--- src/hw/rtl/cbr_pkg.sv ---
// Shared types, codes and helpers of the cache block reclaimer.
package cbr_pkg;

    // Input action codes
    localparam logic [1:0] ACT_MARK_CACHED = 2'd0;
    localparam logic [1:0] ACT_MARK_RECENT = 2'd1;
    localparam logic [1:0] ACT_CLEAR_RECENT = 2'd2;
    localparam logic [1:0] ACT_CHECK = 2'd3;

    // Reclaim mode codes
    localparam logic [1:0] MODE_IDLE = 2'd0;
    localparam logic [1:0] MODE_LRU = 2'd1;
    localparam logic [1:0] MODE_ANY = 2'd2;

    // Configuration register indexes
    localparam logic [1:0] CFG_ENABLE = 2'd0;
    localparam logic [1:0] CFG_MAX_SIZE = 2'd1;
    localparam logic [1:0] CFG_HIGH_PCT = 2'd2;
    localparam logic [1:0] CFG_LOW_PCT = 2'd3;

    localparam logic [6:0] HIGH_PCT_RESET = 7'd95;
    localparam logic [6:0] LOW_PCT_RESET = 7'd80;

    // (units * 512 + 1) * 100 = units * 51200 + 100
    localparam int SCALE_MUL = 51200;
    localparam int SCALE_ADD = 100;
    localparam int SCALED_W = 56;

    typedef enum logic [1:0] {
        OP_MARK_CACHED = 2'd0,
        OP_MARK_RECENT = 2'd1,
        OP_CLEAR_RECENT = 2'd2,
        OP_CHECK = 2'd3
    } t_op;

    // Classified command passed from front to back
    typedef struct packed {
        t_op                  op;
        logic [9:0]           blk;
        logic [SCALED_W-1:0]  scaled;
    } t_cmd;

    // Lowest set bit of a 32-bit word
    function automatic logic [4:0] ffs32(input logic [31:0] v);
        logic [4:0] r;
        r = '0;
        for (int i = 31; i >= 0; i--) begin
            if (v[i]) begin
                r = 5'(i);
            end
        end
        return r;
    endfunction

endpackage

--- src/hw/rtl/cbr_if.sv ---
// Handshake channel interfaces of the cache block reclaimer.
interface cbr_in_if;
    logic        valid;
    logic        ready;
    logic [1:0]  action;
    logic [9:0]  block_index;
    logic [38:0] allocated_units;
    modport source (output valid, action, block_index, allocated_units, input ready);
    modport sink (input valid, action, block_index, allocated_units, output ready);
endinterface

interface cbr_out_if;
    logic       valid;
    logic       ready;
    logic       reclaim_valid;
    logic [9:0] reclaimed_block;
    logic [1:0] mode_after;
    logic       last;
    modport source (output valid, reclaim_valid, reclaimed_block, mode_after, last,
                    input ready);
    modport sink (input valid, reclaim_valid, reclaimed_block, mode_after, last,
                  output ready);
endinterface

interface cbr_cfg_if;
    logic        valid;
    logic        ready;
    logic [1:0]  index;
    logic [47:0] data;
    modport source (output valid, index, data, input ready);
    modport sink (input valid, index, data, output ready);
endinterface

--- src/hw/rtl/cbr_front.sv ---
// Front end: accepts input transactions, classifies them and queues commands.
module cbr_front #(
    parameter int NUM_BLOCKS = 1024
) (
    input  logic           i_clk,
    input  logic           i_rst_n,
    cbr_in_if.sink         i_in,
    output logic           o_cmd_valid,
    output cbr_pkg::t_cmd  o_cmd,
    input  logic           i_cmd_pop
);
    localparam logic [20:0] NB21 = 21'(NUM_BLOCKS);

    cbr_pkg::t_cmd r_q [2];
    logic          r_wp;
    logic          r_rp;
    logic [1:0]    r_cnt;

    cbr_pkg::t_cmd cls;
    logic          keep;
    logic          in_range;
    logic          push;
    logic          pop;

    // Classify the incoming transaction
    always_comb begin
        in_range = 21'(i_in.block_index) < NB21;
        keep = 1'b1;
        cls.blk = i_in.block_index;
        cls.scaled = cbr_pkg::SCALED_W'(i_in.allocated_units)
                     * cbr_pkg::SCALED_W'(cbr_pkg::SCALE_MUL)
                     + cbr_pkg::SCALED_W'(cbr_pkg::SCALE_ADD);
        case (i_in.action)
            cbr_pkg::ACT_MARK_CACHED: begin
                cls.op = cbr_pkg::OP_MARK_CACHED;
                keep = in_range;
            end
            cbr_pkg::ACT_MARK_RECENT: begin
                cls.op = cbr_pkg::OP_MARK_RECENT;
                keep = in_range;
            end
            cbr_pkg::ACT_CLEAR_RECENT: cls.op = cbr_pkg::OP_CLEAR_RECENT;
            default: cls.op = cbr_pkg::OP_CHECK;
        endcase
    end

    assign i_in.ready = (r_cnt != 2'd2);
    assign push = i_in.valid && i_in.ready && keep;
    assign pop = i_cmd_pop && (r_cnt != 2'd0);
    assign o_cmd_valid = (r_cnt != 2'd0);
    assign o_cmd = r_q[r_rp];

    // Hold queue payload
    always_ff @(posedge i_clk) begin
        if (push) begin
            r_q[r_wp] <= cls;
        end
    end

    // Advance queue pointers
    always_ff @(posedge i_clk) begin
        if (!i_rst_n) begin
            r_wp <= 1'b0;
            r_rp <= 1'b0;
            r_cnt <= 2'd0;
        end else begin
            if (push) begin
                r_wp <= ~r_wp;
            end
            if (pop) begin
                r_rp <= ~r_rp;
            end
            r_cnt <= r_cnt + 2'(push) - 2'(pop);
        end
    end
endmodule

--- src/hw/rtl/cbr_back.sv ---
// Back end: block maps, watermark decision, reclaim scan and result register.
module cbr_back #(
    parameter int NUM_BLOCKS = 1024
) (
    input  logic           i_clk,
    input  logic           i_rst_n,
    cbr_cfg_if.sink        i_cfg,
    input  logic           i_cmd_valid,
    input  cbr_pkg::t_cmd  i_cmd,
    output logic           o_cmd_pop,
    cbr_out_if.source      o_out
);
    localparam int ROWS = (NUM_BLOCKS + 31) / 32;
    localparam int RW = (ROWS > 1) ? $clog2(ROWS) : 1;
    localparam int PW = $clog2(NUM_BLOCKS);
    localparam int BW = RW + 5;
    localparam int CW = $clog2(ROWS + 1);
    localparam logic [RW-1:0] LAST_ROW = RW'(ROWS - 1);
    localparam logic [CW-1:0] CNT_END = CW'(ROWS);
    localparam logic [PW-1:0] LAST_POS = PW'(NUM_BLOCKS - 1);

    typedef enum logic [9:0] {
        ST_INIT   = 10'b0000000001,
        ST_IDLE   = 10'b0000000010,
        ST_MK_RD  = 10'b0000000100,
        ST_MK_WR  = 10'b0000001000,
        ST_CLR    = 10'b0000010000,
        ST_DECIDE = 10'b0000100000,
        ST_SR_RD  = 10'b0001000000,
        ST_SR_EV  = 10'b0010000000,
        ST_EVICT  = 10'b0100000000,
        ST_EMIT   = 10'b1000000000
    } t_state;

    function automatic logic [PW-1:0] after_pos(input logic [PW-1:0] p);
        logic [PW:0] pp;
        pp = {1'b0, p} + 1'b1;
        return (pp >= (PW+1)'(NUM_BLOCKS)) ? '0 : pp[PW-1:0];
    endfunction

    function automatic logic [RW-1:0] row_of(input logic [PW-1:0] p);
        logic [BW-1:0] w;
        w = BW'(p);
        return w[BW-1:5];
    endfunction

    function automatic logic [4:0] off_of(input logic [PW-1:0] p);
        logic [BW-1:0] w;
        w = BW'(p);
        return w[4:0];
    endfunction

    function automatic logic [PW-1:0] pos_of(input logic [RW-1:0] row, input logic [4:0] b);
        logic [BW-1:0] w;
        w = {row, b};
        return PW'(w);
    endfunction

    function automatic logic [9:0] to_blk10(input logic [PW-1:0] p);
        logic [PW+9:0] w;
        w = (PW+10)'(p);
        return w[9:0];
    endfunction

    // Configuration and watermark products
    logic        r_enable;
    logic [47:0] r_max;
    logic [6:0]  r_high;
    logic [6:0]  r_low;
    logic [54:0] r_hi_prod;
    logic [54:0] r_lo_prod;

    // Block maps, one 32-bit row per address
    logic [31:0] cached_mem [ROWS];
    logic [31:0] recent_mem [ROWS];
    logic [31:0] r_crd;
    logic [31:0] r_rrd;

    t_state        r_state, n_state;
    logic [RW-1:0] r_row, n_row;
    logic [4:0]    r_off, n_off;
    logic [4:0]    r_bit, n_bit;
    logic [CW-1:0] r_cnt, n_cnt;
    cbr_pkg::t_cmd r_cmd, n_cmd;
    logic [1:0]    r_mode, n_mode;
    logic [PW-1:0] r_scan, n_scan;
    logic          r_attempt, n_attempt;
    logic          r_lru, n_lru;
    logic          r_ffound, n_ffound;
    logic [PW-1:0] r_first, n_first;
    logic          r_res_ok, n_res_ok;
    logic [PW-1:0] r_res_blk, n_res_blk;
    logic          r_res_last, n_res_last;
    logic          r_ov;
    logic          r_o_ok;
    logic [9:0]    r_o_blk;
    logic [1:0]    r_o_mode;
    logic          r_o_last;

    logic          c_we, rc_we, rd_en, push_out, go;
    logic [31:0]   c_wd, rc_wd, mask, cand_c, cand_n;
    logic [PW-1:0] sp, first_eff;
    logic [4:0]    ffs_c, ffs_n;

    // Capture configuration writes
    assign i_cfg.ready = 1'b1;
    always_ff @(posedge i_clk) begin
        if (!i_rst_n) begin
            r_enable <= 1'b0;
            r_max <= '0;
            r_high <= cbr_pkg::HIGH_PCT_RESET;
            r_low <= cbr_pkg::LOW_PCT_RESET;
        end else if (i_cfg.valid) begin
            case (i_cfg.index)
                cbr_pkg::CFG_ENABLE:   r_enable <= i_cfg.data[0];
                cbr_pkg::CFG_MAX_SIZE: r_max <= i_cfg.data;
                cbr_pkg::CFG_HIGH_PCT: r_high <= i_cfg.data[6:0];
                cbr_pkg::CFG_LOW_PCT:  r_low <= i_cfg.data[6:0];
                default: ;
            endcase
        end
    end

    // Precompute watermark products times 100
    always_ff @(posedge i_clk) begin
        r_hi_prod <= 55'(r_max) * 55'(r_high);
        r_lo_prod <= 55'(r_max) * 55'(r_low);
    end

    // Access the map memories
    always_ff @(posedge i_clk) begin
        if (c_we) begin
            cached_mem[r_row] <= c_wd;
        end
        if (rc_we) begin
            recent_mem[r_row] <= rc_wd;
        end
        if (rd_en) begin
            r_crd <= cached_mem[r_row];
            r_rrd <= recent_mem[r_row];
        end
    end

    // Row scan candidates
    always_comb begin
        if (r_cnt == '0) begin
            mask = ~((32'd1 << r_off) - 32'd1);
        end else if (r_cnt == CNT_END) begin
            mask = (32'd1 << r_off) - 32'd1;
        end else begin
            mask = '1;
        end
        cand_c = r_crd & mask;
        cand_n = r_crd & ~r_rrd & mask;
        ffs_c = cbr_pkg::ffs32(cand_c);
        ffs_n = cbr_pkg::ffs32(cand_n);
        first_eff = r_ffound ? r_first : pos_of(r_row, ffs_c);
    end

    // Sequence the back end
    always_comb begin
        n_state = r_state;
        n_row = r_row;
        n_off = r_off;
        n_bit = r_bit;
        n_cnt = r_cnt;
        n_cmd = r_cmd;
        n_mode = r_mode;
        n_scan = r_scan;
        n_attempt = r_attempt;
        n_lru = r_lru;
        n_ffound = r_ffound;
        n_first = r_first;
        n_res_ok = r_res_ok;
        n_res_blk = r_res_blk;
        n_res_last = r_res_last;
        c_we = 1'b0;
        rc_we = 1'b0;
        c_wd = '0;
        rc_wd = '0;
        rd_en = 1'b0;
        o_cmd_pop = 1'b0;
        push_out = 1'b0;
        go = 1'b0;
        sp = after_pos(r_scan);
        case (r_state)
            ST_INIT: begin
                c_we = 1'b1;
                rc_we = 1'b1;
                if (r_row == LAST_ROW) begin
                    n_row = '0;
                    n_state = ST_IDLE;
                end else begin
                    n_row = r_row + 1'b1;
                end
            end
            ST_IDLE: begin
                if (i_cmd_valid) begin
                    o_cmd_pop = 1'b1;
                    n_cmd = i_cmd;
                    n_row = row_of(PW'(i_cmd.blk));
                    n_bit = off_of(PW'(i_cmd.blk));
                    case (i_cmd.op)
                        cbr_pkg::OP_MARK_CACHED,
                        cbr_pkg::OP_MARK_RECENT: n_state = ST_MK_RD;
                        cbr_pkg::OP_CLEAR_RECENT: begin
                            n_row = '0;
                            n_state = ST_CLR;
                        end
                        default: n_state = ST_DECIDE;
                    endcase
                end
            end
            ST_MK_RD: begin
                rd_en = 1'b1;
                n_state = ST_MK_WR;
            end
            ST_MK_WR: begin
                if (r_cmd.op == cbr_pkg::OP_MARK_CACHED) begin
                    c_we = 1'b1;
                    c_wd = r_crd | (32'd1 << r_bit);
                end else begin
                    rc_we = 1'b1;
                    rc_wd = r_rrd | (32'd1 << r_bit);
                end
                n_state = ST_IDLE;
            end
            ST_CLR: begin
                rc_we = 1'b1;
                if (r_row == LAST_ROW) begin
                    n_row = '0;
                    n_state = ST_IDLE;
                end else begin
                    n_row = r_row + 1'b1;
                end
            end
            ST_DECIDE: begin
                if (r_enable) begin
                    if (r_mode != cbr_pkg::MODE_IDLE) begin
                        if (r_cmd.scaled > 56'(r_lo_prod)) begin
                            go = 1'b1;
                        end else begin
                            n_mode = cbr_pkg::MODE_IDLE;
                        end
                    end else if (r_cmd.scaled > 56'(r_hi_prod)) begin
                        n_mode = cbr_pkg::MODE_LRU;
                        go = 1'b1;
                    end
                end
                if (go) begin
                    n_attempt = 1'b0;
                    n_lru = (n_mode == cbr_pkg::MODE_LRU);
                    n_row = row_of(sp);
                    n_off = off_of(sp);
                    n_cnt = '0;
                    n_ffound = 1'b0;
                    n_state = ST_SR_RD;
                end else begin
                    n_res_ok = 1'b0;
                    n_res_blk = '0;
                    n_res_last = 1'b1;
                    n_state = ST_EMIT;
                end
            end
            ST_SR_RD: begin
                rd_en = 1'b1;
                n_state = ST_SR_EV;
            end
            ST_SR_EV: begin
                if (r_lru && cand_n != '0) begin
                    n_bit = ffs_n;
                    n_state = ST_EVICT;
                end else if (!r_lru && cand_c != '0) begin
                    n_bit = ffs_c;
                    n_state = ST_EVICT;
                end else begin
                    if (!r_ffound && cand_c != '0) begin
                        n_ffound = 1'b1;
                        n_first = pos_of(r_row, ffs_c);
                    end
                    if (r_cnt == CNT_END) begin
                        if (r_lru && (r_ffound || cand_c != '0)) begin
                            // all cached blocks recent: fall back to any block
                            n_mode = cbr_pkg::MODE_ANY;
                            n_scan = first_eff;
                            n_lru = 1'b0;
                            n_row = row_of(after_pos(first_eff));
                            n_off = off_of(after_pos(first_eff));
                            n_cnt = '0;
                            n_state = ST_SR_RD;
                        end else begin
                            if (r_lru) begin
                                n_mode = cbr_pkg::MODE_ANY;
                            end
                            n_scan = LAST_POS;
                            n_res_ok = 1'b0;
                            n_res_blk = '0;
                            n_res_last = r_attempt;
                            n_state = ST_EMIT;
                        end
                    end else begin
                        n_cnt = r_cnt + 1'b1;
                        n_row = (r_row == LAST_ROW) ? '0 : r_row + 1'b1;
                        n_state = ST_SR_RD;
                    end
                end
            end
            ST_EVICT: begin
                c_we = 1'b1;
                c_wd = r_crd & ~(32'd1 << r_bit);
                n_scan = pos_of(r_row, r_bit);
                n_res_ok = 1'b1;
                n_res_blk = pos_of(r_row, r_bit);
                n_res_last = r_attempt;
                n_state = ST_EMIT;
            end
            ST_EMIT: begin
                if (!r_ov || o_out.ready) begin
                    push_out = 1'b1;
                    if (r_res_last) begin
                        n_state = ST_IDLE;
                    end else begin
                        n_attempt = 1'b1;
                        n_lru = (r_mode == cbr_pkg::MODE_LRU);
                        n_row = row_of(sp);
                        n_off = off_of(sp);
                        n_cnt = '0;
                        n_ffound = 1'b0;
                        n_state = ST_SR_RD;
                    end
                end
            end
            default: n_state = ST_IDLE;
        endcase
    end

    // Hold control state
    always_ff @(posedge i_clk) begin
        if (!i_rst_n) begin
            r_state <= ST_INIT;
            r_row <= '0;
            r_mode <= cbr_pkg::MODE_IDLE;
            r_scan <= '0;
            r_cnt <= '0;
            r_attempt <= 1'b0;
            r_lru <= 1'b0;
            r_ffound <= 1'b0;
            r_res_last <= 1'b0;
        end else begin
            r_state <= n_state;
            r_row <= n_row;
            r_mode <= n_mode;
            r_scan <= n_scan;
            r_cnt <= n_cnt;
            r_attempt <= n_attempt;
            r_lru <= n_lru;
            r_ffound <= n_ffound;
            r_res_last <= n_res_last;
        end
    end

    // Hold working payload
    always_ff @(posedge i_clk) begin
        r_off <= n_off;
        r_bit <= n_bit;
        r_cmd <= n_cmd;
        r_first <= n_first;
        r_res_ok <= n_res_ok;
        r_res_blk <= n_res_blk;
    end

    // Output register
    always_ff @(posedge i_clk) begin
        if (!i_rst_n) begin
            r_ov <= 1'b0;
        end else if (push_out) begin
            r_ov <= 1'b1;
        end else if (o_out.ready) begin
            r_ov <= 1'b0;
        end
    end

    always_ff @(posedge i_clk) begin
        if (push_out) begin
            r_o_ok <= r_res_ok;
            r_o_blk <= to_blk10(r_res_blk);
            r_o_mode <= r_mode;
            r_o_last <= r_res_last;
        end
    end

    assign o_out.valid = r_ov;
    assign o_out.reclaim_valid = r_o_ok;
    assign o_out.reclaimed_block = r_o_blk;
    assign o_out.mode_after = r_o_mode;
    assign o_out.last = r_o_last;
endmodule

--- src/hw/rtl/cache_block_reclaimer.sv ---
// Top level of the cache block reclaimer.
// Mark, mark-accessed and clear-recent transactions produce no result; a check produces one
// result (not reclaiming) or two (one per reclaim attempt, last set on the second). The front
// end queues up to two commands so input keeps flowing while the back end works. A mark is a
// read-modify-write of one 32-block map row; a recent-map clear and the clearing pass after reset
// write one row a cycle, and no command is taken during the reset pass. Each reclaim attempt
// scans map rows circularly, each row by a registered memory read, then a priority pick, up to
// (NUM_BLOCKS+31)/32+1 rows, doubled when the not-recent scan falls back to reclaiming any block.
module cache_block_reclaimer #(
    parameter int NUM_BLOCKS = 1024
) (
    input  logic       i_clk,
    input  logic       i_rst_n,
    cbr_in_if.sink     i_in,
    cbr_out_if.source  o_out,
    cbr_cfg_if.sink    i_cfg
);
    logic          cmd_valid;
    logic          cmd_pop;
    cbr_pkg::t_cmd cmd;

    cbr_front #(.NUM_BLOCKS(NUM_BLOCKS)) u_front (
        .i_clk       (i_clk),
        .i_rst_n     (i_rst_n),
        .i_in        (i_in),
        .o_cmd_valid (cmd_valid),
        .o_cmd       (cmd),
        .i_cmd_pop   (cmd_pop)
    );

    cbr_back #(.NUM_BLOCKS(NUM_BLOCKS)) u_back (
        .i_clk       (i_clk),
        .i_rst_n     (i_rst_n),
        .i_cfg       (i_cfg),
        .i_cmd_valid (cmd_valid),
        .i_cmd       (cmd),
        .o_cmd_pop   (cmd_pop),
        .o_out       (o_out)
    );
endmodule
--- src/flat_wrapper.sv ---
// flat-port wrapper written by rule: the top's interface ports become plain ports
module cache_block_reclaimer_flat 
#(
    parameter int NUM_BLOCKS = 1024
)
  (i_clk, i_rst_n, i_in_valid, i_in_action, i_in_block_index, i_in_allocated_units, i_in_ready, o_out_valid, o_out_reclaim_valid, o_out_reclaimed_block, o_out_mode_after, o_out_last, o_out_ready, i_cfg_valid, i_cfg_index, i_cfg_data, i_cfg_ready);
  cbr_in_if i_in_i ();
  cbr_out_if o_out_i ();
  cbr_cfg_if i_cfg_i ();
  input  logic i_clk;
  input  logic i_rst_n;
  input wire logic [$bits(i_in_i.valid)-1:0] i_in_valid;
  input wire logic [$bits(i_in_i.action)-1:0] i_in_action;
  input wire logic [$bits(i_in_i.block_index)-1:0] i_in_block_index;
  input wire logic [$bits(i_in_i.allocated_units)-1:0] i_in_allocated_units;
  output wire logic [$bits(i_in_i.ready)-1:0] i_in_ready;
  output wire logic [$bits(o_out_i.valid)-1:0] o_out_valid;
  output wire logic [$bits(o_out_i.reclaim_valid)-1:0] o_out_reclaim_valid;
  output wire logic [$bits(o_out_i.reclaimed_block)-1:0] o_out_reclaimed_block;
  output wire logic [$bits(o_out_i.mode_after)-1:0] o_out_mode_after;
  output wire logic [$bits(o_out_i.last)-1:0] o_out_last;
  input wire logic [$bits(o_out_i.ready)-1:0] o_out_ready;
  input wire logic [$bits(i_cfg_i.valid)-1:0] i_cfg_valid;
  input wire logic [$bits(i_cfg_i.index)-1:0] i_cfg_index;
  input wire logic [$bits(i_cfg_i.data)-1:0] i_cfg_data;
  output wire logic [$bits(i_cfg_i.ready)-1:0] i_cfg_ready;
  assign i_in_i.valid = i_in_valid;
  assign i_in_i.action = i_in_action;
  assign i_in_i.block_index = i_in_block_index;
  assign i_in_i.allocated_units = i_in_allocated_units;
  assign i_in_ready = i_in_i.ready;
  assign o_out_valid = o_out_i.valid;
  assign o_out_reclaim_valid = o_out_i.reclaim_valid;
  assign o_out_reclaimed_block = o_out_i.reclaimed_block;
  assign o_out_mode_after = o_out_i.mode_after;
  assign o_out_last = o_out_i.last;
  assign o_out_i.ready = o_out_ready;
  assign i_cfg_i.valid = i_cfg_valid;
  assign i_cfg_i.index = i_cfg_index;
  assign i_cfg_i.data = i_cfg_data;
  assign i_cfg_ready = i_cfg_i.ready;
  cache_block_reclaimer #(.NUM_BLOCKS(NUM_BLOCKS)) u_core (.i_clk(i_clk), .i_rst_n(i_rst_n), .i_in(i_in_i), .o_out(o_out_i), .i_cfg(i_cfg_i));
endmodule
--- config.mk ---
export PLATFORM = sky130hd
export DESIGN_NAME = cache_block_reclaimer_flat
export DESIGN_NICKNAME = d
export VERILOG_FILES = /design/src/hw/rtl/cbr_pkg.sv /design/src/hw/rtl/cbr_if.sv /design/src/hw/rtl/cbr_front.sv /design/src/hw/rtl/cbr_back.sv /design/src/hw/rtl/cache_block_reclaimer.sv /design/src/flat_wrapper.sv
export SDC_FILE = /design/constraint.sdc
export NUM_CORES = 2
export LEC_CHECK = 0
export BUFFER_PORTS_ARGS = -buffer_cell sky130_fd_sc_hd__buf_4
export CORE_MARGIN = 8
export CORE_UTILIZATION = 46
export CTS_BUF_LIST = sky130_fd_sc_hd__clkbuf_8
export CTS_CLUSTER_DIAMETER = 100
export CTS_CLUSTER_SIZE = 40
export DETAILED_ROUTE_END_ITERATION = 6
export SLEW_MARGIN = 20
export SYNTH_ARGS = -nofsm -noshare
export SYNTH_HDL_FRONTEND = slang
export SYNTH_SLANG_ARGS = --single-unit
--- constraint.sdc ---
create_clock -name i_clk -period 8 [get_ports i_clk]
set_input_delay 0.8 -clock i_clk [delete_from_list [all_inputs] [get_ports i_clk]]
set_output_delay 0.8 -clock i_clk [all_outputs]
set_load 0.01 [all_outputs]
======== Word level (Yosys, flattened, before mapping) ========
Memory sizes are Yosys's and may differ from the RTL's. A register that Yosys moved wholly into a read port is not among the register bits.
Cells that the tools add are included.
word-level totals
  register bits ........................... 318
  memory bits (writable) .................. 2184
  input bits .............................. 106
  output and inout port bits .............. 17
  word-level logic and storage cells ...... 340
  memories kept ........................... 3
memory list
  memory                    depth  width  rd ports  clocked after memory_dff  wr ports  line             RTL
  u_core.u_back.cached_mem  32     32     1         1                         1         cbr_back.sv:74   logic [31:0] cached_mem [ROWS];
  u_core.u_back.recent_mem  32     32     1         1                         1         cbr_back.sv:75   logic [31:0] recent_mem [ROWS];
  u_core.u_front.r_q        2      68     1         1                         1         cbr_front.sv:14  cbr_pkg::t_cmd r_q [2];
operators by class
  add/subtract/negate cells ............... 8
  multiply operators ...................... 3
  $lt $le $gt $ge ......................... 4
  equal/unequal tests ..................... 37
  shift operators ......................... 2
  multiplexer cells ....................... 192
  bitwise operators ....................... 13
  reduce and logical (&&, ||, !) cells .... 48
operators by type and width
  operator                 number
  $mux W5                  84
  $mux W10                 20
  $mux W32                 5
  $and A32 B32 Y32         4
  $gt A56 B55 Y1           2
  $mul A48 B7 Y55          2
  $not A32 Y32             3
  $pmux W10 S8             1
  $or A32 B32 Y32          2
  $pmux W32 S2             1
  $reduce_bool A32 Y1      2
  $shl A1 B5 Y32 const A   2
  $add A55 B7 Y56 const B  1
  $mux W1                  47
  $mul A39 B5 Y44 const B  1
  $mux W6                  7
  $sub A32 B1 Y32 const B  1
  $pmux W10 S3             1
  $pmux W5 S5              1
  $add A10 B1 Y11 const B  2
  $ge A11 B11 Y1 const B   2
  $ne A2 B2 Y1 const B     11
  $mux W2                  10
  $pmux W10 S2             1
  46 further kinds         94

======== Longest topological paths before layout ========
  depth in word-level cells ............... 46
  depth in mapped cells ................... 22
  mapped depth without buffers ............ 21

======== Hierarchy ========
A second synthesis with hierarchy kept.
second synthesis, totals
  cell total of the unflattened synthesis .. 8220
  area, all modules ....................... 123488.4 um^2
by module, submodules not included
  module     instances  cells an instance  area an instance (um^2)  seq. area each (um^2)
  cbr_back   1          7399               114498.6                 70737.8
  cbr_front  1          821                8989.9                   3463.3

======== Worst setup path after synthesis ========
Ideal clock, no wire load.
  path type ............................... flip-flop to flip-flop
  from .................................... register u_core.u_back.r_state[1]
  to ...................................... register u_core.u_back.r_state[6]
  setup time .............................. 0.121 ns
  arrival time ............................ 6.003 ns
  required time ........................... 7.879 ns
  path slack .............................. 1.875 ns
  cell stages (with the launch flop) ...... 6
  buffers on the path ..................... 0
  clock period less this slack ............ 6.125 ns
  cell sequence ........................... dfxtp_1 -> nor4_1 -> nand3b_1 -> nor3_1 -> nor4_1 -> a2111oi_0
on the way
  longest elaborated chain between the ends .. 4
  elaborated cells between the ends (all ways) .. 15
  classes of those cells .................. eq/ne: 12; mux: 1; reduce/logical: 2
RTL lines
  element                                         line             RTL
  start, declared                                 cbr_back.sv:79   t_state r_state, n_state;
  start signal, assigned                          cbr_back.sv:350  r_state <= n_state;
  $eq A10 B5 Y1 or $eq A10 B1 Y1 (tied branches)  cbr_back.sv:186  case (r_state)
  $reduce_or A2 Y1 (no line)                      -
  $ne A2 B1 Y1 (no line)                          -
  $reduce_and A3 Y1 (no line)                     -
Several ways; a longest one is shown, not always the timed one.
A chain may end at the register's enable or synchronous reset.

======== Worst setup path in the final report ========
  from .................................... register u_core.u_back.r_high[1]
  to ...................................... register u_core.u_back.r_hi_prod[54]
on the way
  longest elaborated chain between the ends .. 1
RTL lines
  element                 line             RTL
  start, declared         cbr_back.sv:68   logic [6:0] r_high;
  start signal, assigned  cbr_back.sv:111  r_high <= cbr_pkg::HIGH_PCT_RESET;
  start signal, assigned  cbr_back.sv:117  cbr_pkg::CFG_HIGH_PCT: r_high <= i_cfg.data[6:0];
  $mul A48 B7 Y55         cbr_back.sv:126  r_hi_prod <= 55'(r_max) * 55'(r_high);
  end signal, assigned    cbr_back.sv:126
  end, declared           cbr_back.sv:70   logic [54:0] r_hi_prod;
Every way passes these cells.

==> impl_metrics.csv <==
group,metric,value,unit
global_route,grtUsageTotal,24.5,%
worst_setup_path,cp_slowest_stage_delay,0.70,ns
detailed_routing,wl_per_cell,30.0,um
worst_setup_path,path_common_cell,"fa_1",
synth,synth_edf_count,2315,
power,leakage,40.4,nW
worst_setup_path,critPathMaxFanout,26,
detailed_routing,vias,71100,
placement,port_buffers,121,
worst_setup_path,crit_type,"reg2reg",
worst_setup_path,cp.arrival,7.98,ns
detailed_routing,vias_per_cell,6.07,
global_route,grt_pass1_vias,72700,
run_status,status,"complete, no violations",
placement,dp_hpwl,212000,um
worst_setup_path,crit_chain,"buf_4 -> nand2_1 -> fa_1 -> fa_1 -> inv_1 -> fa_1 -> fa_1 -> ha_1 -> and4_1 -> a211oi_1 -> o21ai_0 -> a31oi_1 -> o22ai_1 -> a21oi_1 -> a31oi_1 -> a2111oi_0 -> nor2_1 -> a211o_1 -> a21oi_1 -> xnor2_1",
timing,tns,0,ns
die,die_w,531,um
die,core-area,264000,sq um
timing,skew,0.155,ns
timing,setup_violations,0,
final_layout,utilization,49.4,%
detailed_routing,met1_length,133000,um
final_layout,drive_gt1_share,14.3,%
synth,syn_avg_cell_area,15.2,sq um
synth,synth_seq_cells,2531,
clock_network,post-cts-setup-buffers,0,
clock_network,cts_sinks,2531,
timing,period_needed,7.10,ns
worst_setup_path,crit_path_end_kind,"register",
global_route,overflow,0,
timing,tightest_slew,1.23,ns
final_layout,nets,9032,
synth,ys_warn_count,0,
synth,async_flop_share,0,%
final_layout,area_growth,7.03,%
clock_network,cts_tree,"done",
die,die_area,282000,sq um
clock_network,cts_max_level,3,
power,cellPowerDensity,210,nW/um^2
global_route,grt_pass1_wl,505000,um
detailed_routing,drc_errors,0,
die,io_pins,123,
detailed_routing,dr.pass1.iters,7,
detailed_routing,dr_wl_met2,176000,um
min_path,hp-class,"in2reg",
global_route,grt_max_degree,136,
timing,period_share,88.7,%
synth,ys_seq_area_share,60.5,%
clock_network,clock_latency,1.04,ns
die,initial_core_util,46.1,%
worst_setup_path,startpoint_type,"register",
clock_network,cts_resized,0,
synth,syn_nets,9015,
global_route,antenna_found_initial,17,
die,std_cell_rows,189,
synth,synth_top_flop_cell,"edfxtp_1",
clock_network,cts_buffers,96,
timing,fmax,0.141,GHz
placement,gp_congestion,0.919,
synth,synth_cells,8050,
clock_network,clk_pin_slew,0.16,ns
flow_run,maxCapViolCount,0,
synth,synthDistinctLibCells,98,
detailed_routing,dr_wl_met3,23200,um
synth,netlist_area,122000,sq um
power,ir_drop,0.237,mV
detailed_routing,topRoutingLayerUsed,"met5",
timing,hold_viol,0,
die,dieHeight,531,um
clock_network,cts-root-buf,"clkbuf_8",
timing,slew-limit-headroom,18.0,%
detailed_routing,routed_wl,351000,um
detailed_routing,drtAntennaViolNets,0,
timing,rsz0062_at_grt,"no",
detailed_routing,drt_iter0_drc,7910,
worst_setup_path,cpMaxStageDelayCell,"dfxtp_2",
timing,drv_slew,0,
clock_network,clockBufferDepth,3,
worst_setup_path,required,8.89,ns
[cell usage in the layout, fill, tap and decap left out, types with 26 or more instances in the layout]
| cell type | count |
|---|---|
| a211oi_1 | 29 |
| a21o_1 | 80 |
| a21oi_1 | 241 |
| a22oi_1 | 262 |
| a31oi_1 | 26 |
| and2_1 | 143 |
| buf_4 | 274 |
| clkbuf_8 | 97 |
| dfxtp_1 | 202 |
| dlygate4sd3_1 | 38 |
| edfxtp_1 | 2315 |
| fa_1 | 492 |
| ha_1 | 367 |
| inv_1 | 629 |
| mux2_2 | 47 |
| mux2i_1 | 29 |
| mux4_2 | 512 |
| nand2_1 | 821 |
| nand2b_1 | 37 |
| nand3_1 | 63 |
| nand4_1 | 91 |
| nor2_1 | 217 |
| nor2_4 | 64 |
| nor2b_1 | 35 |
| nor3_1 | 63 |
| o21a_1 | 113 |
| o21ai_0 | 170 |
| o31ai_1 | 27 |
| xnor2_1 | 120 |
| xor2_1 | 54 |
[synthesized netlist by cell type (all sizes together) (37+ instances only)]
| cell | instances | area share [%] |
|---|---|---|
| o21ai | 175 | 0.73 |
| clkbuf | 300 | 0.92 |
| nand2 | 822 | 2.5 |
| mux4 | 512 | 9.5 |
| a21oi | 241 | 0.99 |
| nor3 | 66 | 0.27 |
| and2 | 145 | 0.75 |
| a22oi | 262 | 1.6 |
| ha | 367 | 3.8 |
| fa | 492 | 8.1 |
| a21o | 80 | 0.49 |
| inv | 624 | 1.9 |
| mux2 | 48 | 0.45 |
| buf | 99 | 0.35 |
| xnor2 | 120 | 0.86 |
| edfxtp | 2315 | 57 |
| dfxtp | 216 | 3.5 |
| nand3 | 65 | 0.27 |
| xor2 | 54 | 0.39 |
| nor2 | 282 | 0.87 |
| nand2b | 37 | 0.19 |
| o21a | 117 | 0.72 |
| nand4 | 91 | 0.47 |
[power by group]
group	leakage, nW	total (W)	internal [W]	switching [W]
clock network	1.22	0.00579	0.00150	0.00429
registers	19.1	0.0156	0.0153	0.000340
logic	20.1	0.00602	0.00234	0.00369
total	40.4	0.0275	0.0191	0.00832
[cell families after synthesis]
| logic type | Yosys count | share of synthesized area, % |
|---|---|---|
| flops | 2531 | 60.5 |
| simple gates | 1719 | 6.61 |
| compound gates | 1153 | 6.42 |
| buf+inv | 1024 | 3.20 |
| fa+ha+maj | 859 | 11.8 |
| mux | 589 | 10.1 |
| xor+xnor | 174 | 1.25 |
| other cells | 1 | 0.00307 |
[worst max-delay path: cells and delay by family (launching register included)]
family	cells	cell delay, ns
compound gates	9	2.77
fa+ha+maj	5	2.37
flops	1	0.70
simple gates	3	0.55
buf+inv	2	0.47
xor+xnor	1	0.12
[flip-flops by register name, indices dropped and copies added, names as in the netlist, 6 cells and up, named ones only]
register,count
u_core.u_back.cached_mem,1024
u_core.u_back.recent_mem,1024
u_core.u_front.r_q,112
u_core.u_back.r_hi_prod,55
u_core.u_back.r_lo_prod,55
u_core.u_back.r_max,48
u_core.u_back.r_cmd,46
u_core.u_back.r_crd,32
u_core.u_back.r_rrd,32
u_core.u_back.o_out.reclaimed_block,10
u_core.u_back.r_first,10
u_core.u_back.r_res_blk,10
u_core.u_back.r_scan,10
u_core.u_back.r_state,10
u_core.u_back.r_high,7
u_core.u_back.r_low,7
u_core.u_back.r_cnt,6
[per-layer routing]
| layer | GRT usage, % | vias up |
|---|---|---|
| met2 | 42.3 | 2853 |
| li1 | - | 30000 |
| met1 | 31.2 | 37700 |
| met3 | 2.77 | 563 |
| met5 | 0 | - |
| met4 | 11.7 | 2 |
[final timing paths]
path,start,to,slack (ns),cells after the start
setup reg to reg,u_core.u_back.r_high[1]$_SDFFE_PN1P_,u_core.u_back.r_hi_prod[54]$_DFF_P_,0.90,20
hold / removal,i_cfg_data[25],u_core.u_back.r_max[25]$_SDFFE_PN0P_,0.1,3
hold reg to reg,u_core.u_back.r_res_blk[5]$_SDFFCE_PN0P_,u_core.u_back.o_out.reclaimed_block[5]$_DFFE_PP_,0.45,0
setup / recovery,u_core.u_back.r_high[1]$_SDFFE_PN1P_,u_core.u_back.r_hi_prod[54]$_DFF_P_,0.90,20
[per-stage QoR]
| step | hold slack (ns) | setup slack, ns | total power, W | cell area, sq um | cells |
|---|---|---|---|---|---|
| floorplan | 0.400 | 1.88 | 0.0198 | 122000 | 8050 |
| global placement | 0.407 | 1.23 | 0.0219 | 128000 | 11500 |
| detailed placement | 0.408 | 1.07 | 0.0220 | 128000 | 11500 |
| CTS | 0.00580 | 1.02 | 0.0277 | 130000 | 11700 |
| global route | 0.0713 | 0.602 | 0.0285 | 131000 | 11700 |
| finish | 0.0988 | 0.904 | 0.0275 | 131000 | 11700 |
[timing repair]
item,CTS,global route
endpoints found under the setup margin,0,0
hold endpoints to repair,53,0
hold buffers,38,0
[final cells by class]
cell class,instances,area (sq um)
Fill cell,22300,134000
Sequential cell,2531,73900
Multi-Input combinational cell,4495,44800
Tap cell,3533,4420
Timing Repair Buffer,318,2560
Inverter,625,2350
Clock buffer,97,1340
Clock inverter,77,1170
Antenna cell,23,57.6
Note: power is estimated with default switching activity, not from simulation.
